--- config.mk ---
export PLATFORM = sky130hd
export DESIGN_NAME = keyed_stopwatch_table
export DESIGN_NICKNAME = d
export VERILOG_FILES = /design/src/rtl/kst_pkg.sv /design/src/rtl/keyed_stopwatch_table.sv /design/src/rtl/kst_cell.sv /design/src/rtl/kst_divider.sv
export SDC_FILE = /design/constraint.sdc
export NUM_CORES = 2
export LEC_CHECK = 0
export BUFFER_PORTS_ARGS = -buffer_cell sky130_fd_sc_hd__buf_2
export CAP_MARGIN = 25
export CORE_MARGIN = 2
export CORE_UTILIZATION = 65
export DETAILED_ROUTE_END_ITERATION = 8
export PLACE_DENSITY = 0.82
export SLEW_MARGIN = 20
export SYNTH_ARGS = -nofsm -noshare
export SYNTH_HDL_FRONTEND = slang
export SYNTH_SLANG_ARGS = --single-unit
--- constraint.sdc ---
create_clock -name clk_i -period 32.5 [get_ports clk_i]
set_input_delay 0 -clock clk_i [delete_from_list [all_inputs] [get_ports clk_i]]
set_output_delay 0 -clock clk_i [all_outputs]
set_load 0.1 [all_outputs]
--- src/rtl/kst_pkg.sv ---
// ----------------------------------------------------------------------------
// kst_pkg
// Shared types and constants for the keyed stopwatch table.
// ----------------------------------------------------------------------------
package kst_pkg;

  localparam int unsigned DefaultDepth = 16;
  localparam logic [31:0] FreqReset    = 32'd10000000;
  localparam logic [31:0] ElapsedMax   = 32'hFFFF_FFFF;
  localparam logic [9:0]  MsPerSecond  = 10'd1000;

  typedef enum logic [1:0] {
    OP_TICK  = 2'd0,
    OP_START = 2'd1,
    OP_STOP  = 2'd2,
    OP_NONE  = 2'd3
  } op_e;

  typedef enum logic [1:0] {
    ST_DONE     = 2'd0,
    ST_NOTFOUND = 2'd1,
    ST_FULL     = 2'd2,
    ST_RUNNING  = 2'd3
  } status_e;

  // Command from the controller to every cell of the row.
  typedef struct packed {
    logic        append;   // store key/start in the first empty cell
    logic        remove;   // drop the oldest matching cell and close the gap
    logic [31:0] key;
    logic [63:0] stamp;
  } cell_cmd_t;

endpackage

--- src/rtl/keyed_stopwatch_table.sv ---
// ----------------------------------------------------------------------------
// keyed_stopwatch_table
// Tick, start and failed stop go from S_EXEC to S_OUT, where the result shows.
// A successful stop goes from S_EXEC through S_DIV, held there by the bit-serial
// divider (74 dividend bits, one per cycle), and then to S_OUT.
// One item in flight: the next item is taken in S_IDLE only after the result
// has left S_OUT.
// Reset clears the counter, the valid bits of the cell row and the fill count.
// ----------------------------------------------------------------------------
module keyed_stopwatch_table
  import kst_pkg::*;
#(
  parameter int unsigned TABLE_DEPTH = DefaultDepth
) (
  input  logic        clk_i,
  input  logic        rst_ni,
  input  logic        cfg_we_i,
  input  logic [31:0] cfg_wdata_i,
  input  logic        in_valid_i,
  output logic        in_ready_o,
  input  logic [1:0]  op_i,
  input  logic [31:0] identifier_i,
  input  logic        check_existing_i,
  output logic        out_valid_o,
  input  logic        out_ready_i,
  output logic [1:0]  status_o,
  output logic [31:0] elapsed_ms_o
);

  localparam int unsigned CntW = $clog2(TABLE_DEPTH + 1);

  typedef enum logic [3:0] {
    S_IDLE = 4'b0001,
    S_EXEC = 4'b0010,
    S_DIV  = 4'b0100,
    S_OUT  = 4'b1000
  } state_e;

  state_e          state_q;
  logic [31:0]     freq_q;
  logic [63:0]     tick_q;
  logic [CntW-1:0] count_q;
  logic [1:0]      op_q;
  logic [31:0]     key_q;
  logic            chk_q;
  logic [1:0]      status_q;
  logic [31:0]     elapsed_q;
  logic [63:0]     delta_q;
  logic            div_start_q;

  cell_cmd_t       cmd;
  logic [TABLE_DEPTH:0]   hit_c, vld_c;
  logic [TABLE_DEPTH-1:0] match_c;
  logic [31:0]     key_c   [TABLE_DEPTH+1];
  logic [63:0]     start_c [TABLE_DEPTH+1];
  logic [63:0]     found_start;
  logic            any_hit;
  logic            div_done;
  logic [31:0]     div_quot;

  // Row of cells; a virtual empty cell terminates the right end.
  assign hit_c[0]                 = 1'b0;
  assign vld_c[TABLE_DEPTH]       = 1'b0;
  assign key_c[TABLE_DEPTH]       = '0;
  assign start_c[TABLE_DEPTH]     = '0;
  assign any_hit                  = hit_c[TABLE_DEPTH];

  for (genvar g = 0; g < TABLE_DEPTH; g++) begin : g_cell
    logic lv;
    if (g == 0) begin : g_first
      assign lv = 1'b1;
    end else begin : g_rest
      assign lv = vld_c[g-1];
    end
    kst_cell u_cell (
      .clk_i        (clk_i),
      .rst_ni       (rst_ni),
      .cmd_i        (cmd),
      .left_valid_i (lv),
      .left_hit_i   (hit_c[g]),
      .right_valid_i(vld_c[g+1]),
      .right_key_i  (key_c[g+1]),
      .right_start_i(start_c[g+1]),
      .valid_o      (vld_c[g]),
      .match_o      (match_c[g]),
      .hit_o        (hit_c[g+1]),
      .key_o        (key_c[g]),
      .start_o      (start_c[g])
    );
  end

  // Select the start stamp of the oldest match (first-hit one-hot).
  always_comb begin
    found_start = '0;
    for (int i = 0; i < TABLE_DEPTH; i++) begin
      if (match_c[i] && !hit_c[i]) begin
        found_start = start_c[i];
      end
    end
  end

  // Issue the cell command in the execute state.
  always_comb begin
    cmd        = '0;
    cmd.key    = key_q;
    cmd.stamp  = tick_q;
    if (state_q == S_EXEC) begin
      cmd.append = (op_q == OP_START) && !(chk_q && any_hit)
                   && (count_q < CntW'(TABLE_DEPTH));
      cmd.remove = (op_q == OP_STOP) && any_hit;
    end
  end

  kst_divider u_div (
    .clk_i  (clk_i),
    .rst_ni (rst_ni),
    .start_i(div_start_q),
    .delta_i(delta_q),
    .freq_i (freq_q),
    .done_o (div_done),
    .quot_o (div_quot)
  );

  // Control: accept, execute, divide, deliver.
  always_ff @(posedge clk_i or negedge rst_ni) begin
    if (!rst_ni) begin
      state_q     <= S_IDLE;
      freq_q      <= FreqReset;
      tick_q      <= '0;
      count_q     <= '0;
      div_start_q <= 1'b0;
    end else begin
      div_start_q <= 1'b0;
      if (cfg_we_i) begin
        freq_q <= cfg_wdata_i;
      end
      unique case (state_q)
        S_IDLE: begin
          if (in_valid_i) begin
            state_q <= S_EXEC;
          end
        end
        S_EXEC: begin
          state_q <= S_OUT;
          case (op_q)
            OP_TICK: tick_q <= tick_q + 64'd1;
            OP_START: begin
              if (cmd.append) begin
                count_q <= count_q + 1'b1;
              end
            end
            OP_STOP: begin
              if (cmd.remove) begin
                count_q     <= count_q - 1'b1;
                div_start_q <= 1'b1;
                state_q     <= S_DIV;
              end
            end
            default: ;
          endcase
        end
        S_DIV: begin
          if (div_done) begin
            state_q <= S_OUT;
          end
        end
        S_OUT: begin
          if (out_ready_i) begin
            state_q <= S_IDLE;
          end
        end
        default: state_q <= S_IDLE;
      endcase
    end
  end

  // Item payload and result.
  always_ff @(posedge clk_i) begin
    if (state_q == S_IDLE && in_valid_i) begin
      op_q  <= op_i;
      key_q <= identifier_i;
      chk_q <= check_existing_i;
    end
    if (state_q == S_EXEC) begin
      status_q  <= ST_DONE;
      elapsed_q <= '0;
      delta_q   <= tick_q - found_start;
      if (op_q == OP_START) begin
        if (chk_q && any_hit) begin
          status_q <= ST_RUNNING;
        end else if (!cmd.append) begin
          status_q <= ST_FULL;
        end
      end else if (op_q == OP_STOP && !any_hit) begin
        status_q  <= ST_NOTFOUND;
        elapsed_q <= ElapsedMax;
      end
    end
    if (state_q == S_DIV && div_done) begin
      elapsed_q <= div_quot;
    end
  end

  assign in_ready_o   = (state_q == S_IDLE);
  assign out_valid_o  = (state_q == S_OUT);
  assign status_o     = status_q;
  assign elapsed_ms_o = elapsed_q;

endmodule

--- src/rtl/kst_cell.sv ---
// ----------------------------------------------------------------------------
// kst_cell
// One table entry. Compares its key, takes a new entry when it is the
// first empty cell, and pulls its right neighbor in on a removal.
// ----------------------------------------------------------------------------
module kst_cell
  import kst_pkg::*;
(
  input  logic        clk_i,
  input  logic        rst_ni,
  input  cell_cmd_t   cmd_i,
  input  logic        left_valid_i,   // previous cell occupied
  input  logic        left_hit_i,     // a cell to the left matched
  input  logic        right_valid_i,
  input  logic [31:0] right_key_i,
  input  logic [63:0] right_start_i,
  output logic        valid_o,
  output logic        match_o,        // this cell holds the key
  output logic        hit_o,          // this cell or one to the left matched
  output logic [31:0] key_o,
  output logic [63:0] start_o
);

  logic        valid_q, valid_d;
  logic [31:0] key_q, key_d;
  logic [63:0] start_q, start_d;
  logic        shift;

  assign match_o = valid_q && (key_q == cmd_i.key);
  assign hit_o   = left_hit_i || match_o;
  assign shift   = cmd_i.remove && hit_o;

  // Append, shift down or hold.
  always_comb begin
    valid_d = valid_q;
    key_d   = key_q;
    start_d = start_q;
    if (cmd_i.append && !valid_q && left_valid_i) begin
      valid_d = 1'b1;
      key_d   = cmd_i.key;
      start_d = cmd_i.stamp;
    end else if (shift) begin
      valid_d = right_valid_i;
      key_d   = right_key_i;
      start_d = right_start_i;
    end
  end

  always_ff @(posedge clk_i or negedge rst_ni) begin
    if (!rst_ni) begin
      valid_q <= 1'b0;
    end else begin
      valid_q <= valid_d;
    end
  end

  always_ff @(posedge clk_i) begin
    key_q   <= key_d;
    start_q <= start_d;
  end

  assign valid_o = valid_q;
  assign key_o   = key_q;
  assign start_o = start_q;

endmodule

--- src/rtl/kst_divider.sv ---
// ----------------------------------------------------------------------------
// kst_divider
// Restoring divider, one quotient bit per cycle: q = (delta*1000) / freq,
// saturated to 32 bits. Dividend is 74 bits wide.
// ----------------------------------------------------------------------------
module kst_divider
  import kst_pkg::*;
(
  input  logic        clk_i,
  input  logic        rst_ni,
  input  logic        start_i,
  input  logic [63:0] delta_i,
  input  logic [31:0] freq_i,
  output logic        done_o,
  output logic [31:0] quot_o
);

  localparam int unsigned DivW = 74;
  localparam int unsigned CntW = 7;

  logic [DivW-1:0] num_q;
  logic [DivW-1:0] quo_q;
  logic [32:0]     rem_q;
  logic [31:0]     div_q;
  logic [CntW-1:0] cnt_q;
  logic            busy_q, done_q;
  logic [32:0]     trial;
  logic            take;

  // Shift in the next dividend bit and try to subtract.
  assign trial = {rem_q[31:0], num_q[DivW-1]};
  assign take  = trial >= {1'b0, div_q};

  always_ff @(posedge clk_i or negedge rst_ni) begin
    if (!rst_ni) begin
      busy_q <= 1'b0;
      done_q <= 1'b0;
      cnt_q  <= '0;
    end else begin
      done_q <= 1'b0;
      if (start_i) begin
        busy_q <= 1'b1;
        cnt_q  <= CntW'(DivW - 1);
      end else if (busy_q) begin
        cnt_q <= cnt_q - 1'b1;
        if (cnt_q == '0) begin
          busy_q <= 1'b0;
          done_q <= 1'b1;
        end
      end
    end
  end

  always_ff @(posedge clk_i) begin
    if (start_i) begin
      num_q <= DivW'(delta_i) * DivW'(MsPerSecond);
      quo_q <= '0;
      rem_q <= '0;
      div_q <= (freq_i == '0) ? 32'd1 : freq_i;
    end else if (busy_q) begin
      num_q <= {num_q[DivW-2:0], 1'b0};
      rem_q <= take ? (trial - {1'b0, div_q}) : trial;
      quo_q <= {quo_q[DivW-2:0], take};
    end
  end

  assign done_o = done_q;
  assign quot_o = (|quo_q[DivW-1:32]) ? ElapsedMax : quo_q[31:0];

endmodule

==> flow_metrics.tcl <==
set metrics [dict create \
    async_flop_share_pct 6.52 \
    critPathBufInv 4 \
    routed_via_density 7.02 \
    ys_warn_count 0 \
    grt_max_degree 100 \
    yosys.area_share.xor_xnor_pct 5.72 \
    via_count 77000 \
    layout_commonest_cell "edfxtp_1" \
    post_cts_buffers 0 \
    leakage_nw 45.4 \
    cts_tree "built" \
    synthFlopType "edfxtp_1" \
    ir_drop_v 0.0000650 \
    startpoint_type "flop" \
    finalSetupTns_ns 0 \
    ctsResizeCount 0 \
    rows 152 \
    num_io_pins 108 \
    status "complete, no violations" \
    wire_per_inst_um 31.4 \
    slew_viol_final 0 \
    grt_usage_pct 38.9 \
    setup_viol 0 \
    path_clk_slew_ns 0.06 \
    antenna_found_initial 17 \
    dpl.hpwl_um 211000 \
    cts_hold_buf 172 \
    muxShareOfSynthArea_pct 16.4 \
    final_cell_mix "edfxtp_1, mux2_2, inv_1, xor2_1, xnor2_1" \
    numCtsBuffers 206 \
    tightest_slew_ns 1.18 \
    fin_nets 9120 \
    overflow 0 \
    setup_slack_ns 23.48 \
    fin_worst_skew_ns 0.0548 \
    yosys.area_share.simple_pct 6.60 \
    syn_to_final_growth_pct 9.37 \
    crit_required_ns 33.09 \
    drt_iter0_markers 12000 \
    rsz0062_at_grt "false" \
    synth_cell_types 85 \
    finalHoldViolations 0 \
    cap_violations 0 \
    postSynthAreaPerCell_um2 13.0 \
    critical_path_class "flop to flop" \
    period_share_pct 27.8 \
    drc 0 \
    ys_ff_latch 2009 \
    cts_root_buffer "clkbuf_16" \
    fin_cells 11000 \
    die-area_um2 175000 \
    period_minus_slack_ns 9.02 \
    htreeDepth 4 \
    io_buffers 107 \
    start_util_pct 65.3 \
    cts_sinks 2009 \
    clock.fmax_mhz 111 \
    fp.dieW_um 419 \
    cpMaxStageDelayCell "nor3_1" \
    synth_area_um2 112000 \
    ys_seq_area_share_pct 52.5 \
    worstSkewPairLatency_ns 0.87 \
    arrival_ns 9.61 \
    placed_cells 10400 \
    cp-end-kind "flop" \
    crit_path_max_incr_delay_ns 0.82 \
    clk_path_buf_depth 3 \
    synth_top_family_by_area "multiplexers" \
    synth_compound_area_share_pct 7.22 \
    netlist_instances 8586 \
    synthAdderAreaFrac_pct 7.26 \
    slew_headroom_pct 21.1 \
    place_congestion 1.02 \
    die_h_um 419 \
    path_max_fanout 32 \
    wl_um 344000 \
    power.density_nw_per_um2 67.8 \
    grt_pass1_vias 76100 \
    p_total_mw 8.29 \
    stdcell_area_um2 122000 \
    dr.pass1.iters 7 \
    placed_area_um2 113000 \
    coreArea_um2 171000 \
    dpl_worst_slack_ns 23.90 \
    grt_pass1_wl_um 502000 \
    synth-edff-count 1772 \
    hold_class "input port to flop" \
    drive_gt1_share_pct 24.8 \
    fillers 10900 \
    worst_path_most_repeated_cell "buf_4" \
    cp_top_family "simple AND/OR/NAND/NOR gates" \
    ant_nets 0 \
    syn_nets 9157 \
]
layer usage:
| layer | vias up | wire [µm] | track usage, % |
|---|---|---|---|
| met5 | - | 249 | 0.500 |
| met4 | 22 | 18900 | 17.9 |
| met3 | 1213 | 49500 | 11.5 |
| met2 | 5893 | 151000 | 58.1 |
| met1 | 38100 | 125000 | 52.6 |
| li1 | 31700 | - | - |
cell families (layout without fill, tap and decap cells):
kind of cell / count (synthesis) / after routing
AO/OA/AOI/OAI: 1176 / 1176
XOR/XNOR: 730 / 730
adder cells (fa/ha/maj): 499 / 499
buffers and inverters: 1098 / 1242
flip-flops: 2009 / 2009
multiplexers: 1626 / 1626
other: 0 / 3
AND/OR/NAND/NOR: 1448 / 1448
where the power goes:
group          internal [mW]  switching (mW)
Clock                   1.37            1.08
Sequential              2.84          0.0609
Combinational           1.20            1.75
stage by stage:
step	util (%)	hold slack, ns
2_1_floorplan	-	-0.296
3_3_place_gp	66.2	0.143
3_5_place_dp	66.3	0.158
4_1_cts	71.3	0.158
5_1_grt	71.4	0.388
6_report	71.4	0.338
cells in the mapped netlist (all sizes together), types with 127 or more instances:
library cell | n | area [µm²]
xor2 | 365 | 3200
inv | 408 | 1530
nor2 | 316 | 1190
ha | 250 | 3130
a21oi | 288 | 1450
nand2 | 328 | 1230
nand4 | 127 | 795
nand3 | 127 | 663
mux2 | 1520 | 17300
clkbuf | 375 | 1410
fa | 249 | 4980
buf | 313 | 1850
edfxtp | 1772 | 53200
o21ai | 214 | 1070
xnor2 | 365 | 3200
path summary, 6_finish.rpt:
path / from / endpoint / slack (ns) / depth (start not counted)
worst max register to register: key_q[12] / delta_q[63] / 23.48 / 25
worst min register to register: count_q[4] / count_q[4] / 0.49 / 1
worst min-delay path: in_valid_i / state_q[3] / 0.34 / 7
worst max-delay path: key_q[12] / delta_q[63] / 23.48 / 25
max in group asynchronous: rst_ni / div_start_q / 31.05 / 4
min in group asynchronous: rst_ni / freq_q[12] / 0.47 / 3
tightest hold or removal path, cell delays in order:
cell and delay, ns:
dlygate4sd3_1 0.52, buf_2 0.14, nand2b_1 0.14, nor2_1 0.05, a21oi_1 0.11, nor3_1 0.06, a21oi_1 0.12
cell type report:
cell class	instances	area (µm²)	area share [%]
Multi-Input combinational cell	5479	48600	39.8
Clock buffer	275	5630	4.61
Clock inverter	114	1200	0.980
Timing Repair Buffer	443	3810	3.12
Tap cell	2233	2790	2.29
Antenna cell	3	7.51	0.00614
Inverter	410	1540	1.26
Sequential cell	2009	58600	48.0
flip-flops by register name, summed over array words and instances (netlist names), 4 cells and up:
| name | flops |
|---|---|
| count_q | 5 |
| delta_q | 64 |
| elapsed_ms_o | 32 |
| freq_q | 32 |
| g_cell.u_cell.key_o | 512 |
| g_cell.u_cell.start_o | 1024 |
| g_cell.u_cell.valid_o | 16 |
| key_q | 32 |
| state_q | 4 |
| tick_q | 64 |
| u_div.cnt_q | 7 |
| u_div.div_q | 32 |
| u_div.num_q | 71 |
| u_div.quo_q | 74 |
| u_div.rem_q | 32 |
(Power assumes the default switching activity.)
